[config.mk]
export PLATFORM = sky130hd
export DESIGN_NAME = beep_pattern_sequencer_unit
export DESIGN_NICKNAME = d
export VERILOG_FILES = /design/src/rtl/bps_pkg.sv /design/src/rtl/bps_core.sv /design/src/rtl/beep_pattern_sequencer_unit.sv
export SDC_FILE = /design/constraint.sdc
export NUM_CORES = 1
export LEC_CHECK = 0
export ABC_AREA = 1
export BUFFER_PORTS_ARGS = -buffer_cell sky130_fd_sc_hd__buf_2
export CAP_MARGIN = 40
export CORE_UTILIZATION = 35
export CTS_CLUSTER_DIAMETER = 50
export DETAILED_ROUTE_END_ITERATION = 10
export HOLD_SLACK_MARGIN = 0.08
export SLEW_MARGIN = 20
export SYNTH_ARGS = -nofsm -noshare
export SYNTH_HDL_FRONTEND = slang
export SYNTH_SLANG_ARGS = --single-unit
export TNS_END_PERCENT = 1
[constraint.sdc]
create_clock -name clk_i -period 2.2 [get_ports clk_i]
set_clock_uncertainty 0.2 [all_clocks]
set_input_delay 0.11 -clock clk_i [delete_from_list [all_inputs] [get_ports clk_i]]
set_output_delay 0.11 -clock clk_i [all_outputs]
set_load 0.005 [all_outputs]
[src/rtl/bps_pkg.sv]
// shared types and constants for the beep pattern sequencer
// no dependencies; imported by bps_core and beep_pattern_sequencer_unit
`default_nettype none

package bps_pkg;

  localparam int unsigned TickW  = 10;
  localparam int unsigned RepW   = 8;
  localparam int unsigned ToneW  = 2;
  localparam int unsigned PhaseW = 2;

  // phase codes
  localparam logic [PhaseW-1:0] PH_OFF   = 2'd0;
  localparam logic [PhaseW-1:0] PH_ON    = 2'd1;
  localparam logic [PhaseW-1:0] PH_SHORT = 2'd2;
  localparam logic [PhaseW-1:0] PH_PAUSE = 2'd3;

  localparam logic [TickW-1:0] ON_LIMIT    = 10'd50;
  localparam logic [TickW-1:0] PAUSE_LIMIT = 10'd500;

  // register indexes, taken from paddr[2]
  localparam logic REG_TONE   = 1'b0;
  localparam logic REG_REPEAT = 1'b1;

  localparam logic [ToneW-1:0] TONE_RESET   = 2'd0;
  localparam logic [RepW-1:0]  REPEAT_RESET = 8'd1;

  typedef struct packed {
    logic [ToneW-1:0] tone;
    logic [RepW-1:0]  limit;
  } cfg_t;

  typedef struct packed {
    logic             beep_enable;
    logic [ToneW-1:0] tone_out;
    logic             busy;
  } res_t;

endpackage

`default_nettype wire

[src/rtl/bps_core.sv]
// phase sequencer: one state update per accepted tick
// depends on bps_pkg
`default_nettype none

module bps_core (
  input  wire logic          clk_i,
  input  wire logic          rst_ni,
  input  wire logic          step_i,
  input  wire logic          start_i,
  input  wire bps_pkg::cfg_t cfg_i,
  output bps_pkg::res_t      res_o
);
  import bps_pkg::*;

  logic [PhaseW-1:0] phase_q, phase_d;
  logic [TickW-1:0]  count_q, count_d, count_inc;
  logic [RepW-1:0]   rep_q, rep_d, rep_inc;
  logic              second_q, second_d;
  logic              active_q, active_d;
  logic [ToneW-1:0]  tone_q, tone_d;
  logic              enable_q, enable_d;

  assign count_inc = count_q + {{(TickW-1){1'b0}}, 1'b1};
  assign rep_inc   = rep_q + {{(RepW-1){1'b0}}, 1'b1};

  always_comb begin
    // start arms before the phase logic runs
    active_d = active_q | start_i;
    phase_d  = phase_q;
    count_d  = count_q;
    rep_d    = rep_q;
    second_d = second_q;
    tone_d   = tone_q;
    enable_d = 1'b0;
    unique case (phase_q)
      PH_OFF: begin
        tone_d = cfg_i.tone;
        if (active_d) begin
          count_d  = '0;
          rep_d    = '0;
          second_d = 1'b0;
          phase_d  = PH_ON;
        end
      end
      PH_ON: begin
        enable_d = 1'b1;
        if (count_inc > ON_LIMIT) begin
          count_d = '0;
          phase_d = second_q ? PH_PAUSE : PH_SHORT;
        end else begin
          count_d = count_inc;
        end
      end
      PH_SHORT: begin
        second_d = 1'b1;
        if (count_inc >= ON_LIMIT) begin
          count_d = '0;
          phase_d = PH_ON;
        end else begin
          count_d = count_inc;
        end
      end
      PH_PAUSE: begin
        if (count_inc > PAUSE_LIMIT) begin
          count_d  = '0;
          second_d = 1'b0;
          rep_d    = rep_inc;
          // a limit of zero still plays one double beep
          if (rep_inc >= cfg_i.limit) begin
            active_d = 1'b0;
            phase_d  = PH_OFF;
          end else begin
            phase_d = PH_ON;
          end
        end else begin
          count_d = count_inc;
        end
      end
      default: begin
        phase_d = PH_OFF;
      end
    endcase
  end

  always_ff @(posedge clk_i or negedge rst_ni) begin
    if (!rst_ni) begin
      phase_q  <= PH_OFF;
      count_q  <= '0;
      rep_q    <= '0;
      second_q <= 1'b0;
      active_q <= 1'b0;
      tone_q   <= '0;
      enable_q <= 1'b0;
    end else if (step_i) begin
      phase_q  <= phase_d;
      count_q  <= count_d;
      rep_q    <= rep_d;
      second_q <= second_d;
      active_q <= active_d;
      tone_q   <= tone_d;
      enable_q <= enable_d;
    end
  end

  // result of this tick, taken by the output register on the same edge
  assign res_o.beep_enable = enable_d;
  assign res_o.tone_out    = tone_d;
  assign res_o.busy        = (phase_d != PH_OFF);

endmodule

`default_nettype wire

[src/rtl/beep_pattern_sequencer_unit.sv]
// beep pattern sequencer top level: apb registers, tick handshake, result register
// a tick's result is registered and valid in the cycle after the tick beat is accepted
// one tick per cycle unless out_ready_i stalls; the state update is combinational
// the output register frees the input side whenever it is empty or being taken
// reset clears the core and config to the off phase, tone 0 and repeat limit 1
// depends on bps_pkg and bps_core
`default_nettype none

module beep_pattern_sequencer_unit (
  input  wire logic        clk_i,
  input  wire logic        rst_ni,
  // apb configuration port
  input  wire logic        psel,
  input  wire logic        penable,
  input  wire logic        pwrite,
  input  wire logic [2:0]  paddr,
  input  wire logic [31:0] pwdata,
  output logic      [31:0] prdata,
  output logic             pready,
  // tick input
  input  wire logic        in_valid_i,
  output logic             in_ready_o,
  input  wire logic        start_request_i,
  // result output
  output logic             out_valid_o,
  input  wire logic        out_ready_i,
  output logic             beep_enable_o,
  output logic [1:0]       tone_out_o,
  output logic             busy_res_o
);
  import bps_pkg::*;

  cfg_t cfg_q;
  res_t res_d, res_q;
  logic out_valid_q;
  logic step;
  logic cfg_wr;

  assign pready = 1'b1;
  assign cfg_wr = psel & penable & pwrite;

  always_ff @(posedge clk_i or negedge rst_ni) begin
    if (!rst_ni) begin
      cfg_q.tone  <= TONE_RESET;
      cfg_q.limit <= REPEAT_RESET;
    end else if (cfg_wr) begin
      unique case (paddr[2])
        REG_TONE:   cfg_q.tone  <= pwdata[ToneW-1:0];
        REG_REPEAT: cfg_q.limit <= pwdata[RepW-1:0];
        default: ;
      endcase
    end
  end

  always_comb begin
    unique case (paddr[2])
      REG_TONE:   prdata = {{(32-ToneW){1'b0}}, cfg_q.tone};
      REG_REPEAT: prdata = {{(32-RepW){1'b0}}, cfg_q.limit};
      default:    prdata = '0;
    endcase
  end

  assign in_ready_o = ~out_valid_q | out_ready_i;
  assign step       = in_valid_i & in_ready_o;

  bps_core u_core (
    .clk_i   (clk_i),
    .rst_ni  (rst_ni),
    .step_i  (step),
    .start_i (start_request_i),
    .cfg_i   (cfg_q),
    .res_o   (res_d)
  );

  always_ff @(posedge clk_i or negedge rst_ni) begin
    if (!rst_ni) begin
      out_valid_q <= 1'b0;
    end else if (in_ready_o) begin
      out_valid_q <= step;
    end
  end

  always_ff @(posedge clk_i) begin
    if (step) begin
      res_q <= res_d;
    end
  end

  assign out_valid_o   = out_valid_q;
  assign beep_enable_o = res_q.beep_enable;
  assign tone_out_o    = res_q.tone_out;
  assign busy_res_o    = res_q.busy;

endmodule

`default_nettype wire
; ---- After elaboration in Yosys (flattened, before gate mapping)
; Cells that the tools add are included.
[classes]
add_sub_neg = 2
n_mul = 0
n_div = 0
magnitude_cmp = 4
n_eq_ne = 5
shift = 0
mux = 24
n_bitwise = 7
reduce_logical = 9
[op_table]
columns = operator, count
row1 = case mux 32 bit (2 select lines), 1
row2 = two-way mux 10 bit, 4
row3 = case mux 10 bit (4 select lines), 1
row4 = two-way mux 8 bit, 2
row5 = case mux 8 bit (2 select lines), 1
row6 = adder 10 x 1 -> 10 bit (second input constant), 1
row7 = >= comparator 10 x 6 -> 1 bit (second input constant), 1
row8 = greater-than comparator 10 x 6 -> 1 bit (second input constant), 1
row9 = greater-than comparator 10 x 9 -> 1 bit (second input constant), 1
row10 = two-way mux 2 bit, 5
row11 = adder 8 x 1 -> 8 bit (second input constant), 1
row12 = >= comparator 8 bit, 1
row13 = two-way mux 1 bit, 8
row14 = case mux 2 bit (4 select lines), 1
row15 = AND reduction 4 bit, 2
row16 = AND reduction 2 bit, 3
row17 = equality test 2 bit (second input constant), 2
row18 = != test 2 x 1 -> 1 bit (second input constant), 2
row19 = nonzero test 2 bit, 2
row20 = AND 1 bit, 3
row21 = case mux 1 bit (3 select lines), 1
row22 = nonzero test 3 bit, 1
row23 = equality test 2 x 1 -> 1 bit (second input constant), 1
row24 = zero test 2 bit, 1
row25 = 2 further kinds, 4
[totals]
reg_bits = 39
latch_bits = 0
mem_bits_rw = 0
mem_bits_ro = 0
out_inout_bits = 39
word_cells = 63
mem_count = 0

; ---- Logic depth before layout (Yosys ltp)
[logic_depth]
depth_word = 6
mapped_depth = 16
ltp_nobuf = 15

; ---- Modules after synthesis
; From an unflattened synthesis, not the netlist that was laid out.
[unflattened]
hier_cells = 379
hier_area_um2 = 2698.8
[by_module_without_submodules]
columns = mod, n_inst, cells_per_inst, area_per_inst_um2, seq_area_each_um2
row1 = bps_core, 1, 276, 1840.5, 600.6
row2 = beep_pattern_sequencer_unit, 1, 103, 858.3, 396.6

; ---- Least setup slack after synthesis
; Ideal clock, no wire load.
[synth_timing]
path_kind = reg-to-reg
start = register u_core.rep_q[0]
end = register res_q, in the netlist busy_res_o (data pin)
arrival_ns = 1.870
setup_slack_ns = -0.125
stages_incl_launch_ff = 14
path_buffers = 0
synth_period_minus_slack_ns = 2.325
cell_sequence = dfrtp_1 > ha_1 > nand3_1 > nand3b_1 > xor2_1 > inv_1 > ha_1 > nand2_1 > nor2_1 > nand4_1 > nand3_1 > nand3_1 > o21ai_0 > inv_1
[synth_lines]
columns = item, line
row1 = from (decl), bps_core.sv:17  ; logic [RepW-1:0] rep_q, rep_d, rep_inc;
row2 = from (signal assigned), bps_core.sv:97  ; rep_q <= rep_d;
row3 = to (signal assigned), beep_pattern_sequencer_unit.sv:85  ; res_q <= res_d;
row4 = to (decl), beep_pattern_sequencer_unit.sv:34  ; res_t res_d, res_q;

==> flow_metrics.tcl <==
set metrics [dict create \
    final_cell_count_no_fill 509 \
    io_buffer_count 30 \
    setup_slack_ns -0.263 \
    comb_power_share_pct 37.1 \
    crit_type "reg -> reg" \
    setup_tns_ns -0.608 \
    cts_inserted_buffers 5 \
    fillers 745 \
    violations "setup timing" \
    rsz0062_at_grt "true" \
    clock.fmax_mhz 406 \
    synth_flop_cell "dfrtp_1" \
    htree_levels 2 \
    final-hold-violation-count 0 \
    outcome "finished, violations left" \
    start_util_pct 36.0 \
    cp_max_fo 3 \
    power.total_w 0.00247 \
    core_area_sq_mm 0.00721 \
    relSlewSlack_pct 65.3 \
    p_int_w 0.00156 \
    synthArstFlopShare_pct 89.7 \
    overflow 0 \
    max_cap_violations 0 \
    antenna_found_initial 0 \
    antenna_left 0 \
    synthToLayoutAreaGrowth_pct 24.1 \
    critPathLaunchType "flop" \
    first_pass_iters 4 \
    p_seq_share_pct 38.5 \
    final_core_util_pct 44.7 \
    synth_area_per_cell_sq_um 7.47 \
    irDropWorstVdd_mv 0.585 \
    synth_cells 348 \
    ys_types 32 \
    finalSetupViolCount 3 \
    synth_top_area_share_pct 32.7 \
    tightest_slew_ns 0.519 \
    syn_area_sq_mm 0.00260 \
    gp_congestion 0.804 \
    dp.cells 483 \
    switching_share_pct 36.9 \
    vias 2256 \
    drcViolationCount 0 \
    cts_root_buffer "clkbuf_8" \
    grt_max_degree 36 \
    ios 82 \
    yosysSeqAreaShare_pct 38.4 \
    p_leak_nw 1.67 \
    yosysMostFrequentCell "nand2_1" \
    dieArea_sq_mm 0.00778 \
    wl_per_cell_microns 11.1 \
    min_period_ns 2.46 \
    clk_latency_ns 0.29 \
    cts_buffer_depth 2 \
    ys_top_cells_by_count "nand2_1, inv_1, dfrtp_1, nand3_1, buf_4" \
    rows 31 \
    grt.total_usage_pct 15.8 \
    synth_edf_count 4 \
    vias_per_cell 4.43 \
    whs_ns 0.121 \
    cp_data_arrival_time_ns 2.32 \
    synth.area.top_cells "dfrtp_1, nand2_1, buf_4" \
    die_y_microns 88.2 \
    p_clk_share_pct 24.4 \
    multi_input_area_sq_mm 0.00138 \
    switching_power_w 0.000914 \
    setup.worst_path.end_class "flop" \
    grt_pass1_vias 2156 \
    diodes 0 \
    grt_pass1_wl_mm 9.54 \
    slew_violations 0 \
    drive_gt1_share_pct 23.7 \
    period_share_pct 112 \
    first_iter_violations 108 \
    wl_mm 5.66 \
    die_x_microns 88.2 \
    dp_hpwl_mm 4.06 \
    cts_sinks 39 \
    cts_tree "yes" \
    fin_nets 463 \
    ff_latch_area_sq_um 997 \
    yosysTopAreaCell "dfrtp_1" \
    powerDensity_mw_per_mm2 767 \
    yosys_warnings 0 \
    critPathRequiredTime_ns 2.06 \
    clk_pin_slew_ns 0.08 \
    ys_ff_latch 39 \
    min_path_type "in -> reg" \
]
## worst max-delay path, stage by stage (launching register included)
cell and delay [ns]:
dfrtp_1 0.41, nand3_2 0.10, nand3b_1 0.19, nand3b_1 0.18
xnor2_1 0.15, ha_1 0.33, nand2_2 0.08, nor2_2 0.12
nand4_1 0.12, nand3_1 0.12, nand3_2 0.07, o21ai_1 0.11
inv_1 0.05
## what timing repair did
| item | 4_1_cts | 5_1_grt |
|---|---|---|
| setup buffers | 0 | 3 |
| setup endpoints to repair | 3 | 19 |
| pin swaps | 0 | 10 |
| endpoints found under the hold margin | 49 | 9 |
| hold buffers | 13 | 1 |
| resized for setup | 2 | 21 |
## sequential cells by signal, summed over array words and instances (netlist names)
signal,cells
beep_enable_o,1
u_core.phase_q,2
cfg_q,10
tone_out_o,2
u_core.count_q,10
u_core.tone_q,2
u_core.rep_q,8
busy_res_o,1
u_core.active_q,1
out_valid_o,1
u_core.second_q,1
## per-layer routing
layer	routed length, microns	up-vias	global-route usage (%)
met5	0	-	0
met4	87	0	6.74
met3	137	7	3.39
met2	2870	36	27.2
met1	2560	1045	19.1
li1	-	1168	-
## path summary, 6_finish.rpt
check / cells past startpoint / to / from / slack [ns]
worst max-delay path: 12 / busy_res_o / u_core.rep_q[0] / -0.26
worst min-delay path: 4 / cfg_q[9] / penable / 0.12
worst max register to register: 12 / busy_res_o / u_core.rep_q[0] / -0.26
worst min register to register: 2 / u_core.active_q / u_core.active_q / 0.29
max in group asynchronous: 4 / cfg_q[0] / rst_ni / 0.75
min in group asynchronous: 3 / u_core.count_q[2] / rst_ni / 0.55
## layout by cell type, fill, tap and decap left out, drive strengths merged
cell type and instances:
conb 25, nor3 3, clkinv 1, a211oi 1, buf 47, clkbuf 7, xnor2 1, nor2 26
inv 49, bufinv 1, nand4 4, and3 1, a21oi 9, o21bai 1, nand3 29, dfstp 1
dlygate4sd3 14, ha 11, or2 1, edfxtp 4, dfrtp 34, nand2 100, o21ai 31, nand3b 4
xor2 5
## power groups by stage
| stage | combinational, W | sequential (W) | clock, W |
|---|---|---|---|
| after global placement | 0.000788 | 0.000960 | 0 |
| after global routing | 0.00104 | 0.000971 | 0.000647 |
| final | 0.000917 | 0.000954 | 0.000603 |
| after CTS | 0.000831 | 0.000948 | 0.000623 |
| after floorplan | 0.000562 | 0.000963 | 0 |
| after detailed placement | 0.000806 | 0.000963 | 0 |
## logic make-up (layout without fill, tap and decap cells)
logic type / count (synthesis) / in the layout / share of synthesized area, %
flip-flops: 39 / 39 / 38.4
adder cells (fa/ha/maj): 11 / 11 / 5.29
AO/OA/AOI/OAI: 42 / 42 / 9.43
buffers and inverters: 80 / 119 / 15.4
AND/OR/NAND/NOR: 168 / 168 / 29.2
other: 2 / 25 / 0.289
XOR/XNOR: 6 / 6 / 2.02
## stage by stage
stage          setup slack [ns]  cell area, sq um
3_5_place_dp             -0.222              2850
2_1_floorplan           -0.0966              2690
3_3_place_gp             -0.161              2850
5_1_grt                  -0.417              3230
4_1_cts                  -0.220              3090
6_report                 -0.263              3230
## cell type report
cell class              instances  share of cell area (%)
multi-input cells             252                    42.8
flip-flops and latches         39                    30.9
repair buffers                 61                    13.3
inverters                      50                    5.82
well taps                      99                    3.84
clock buffers                   7                    2.37
clock inverters                 1                   0.931
Note: power is estimated with default switching activity, not from simulation.
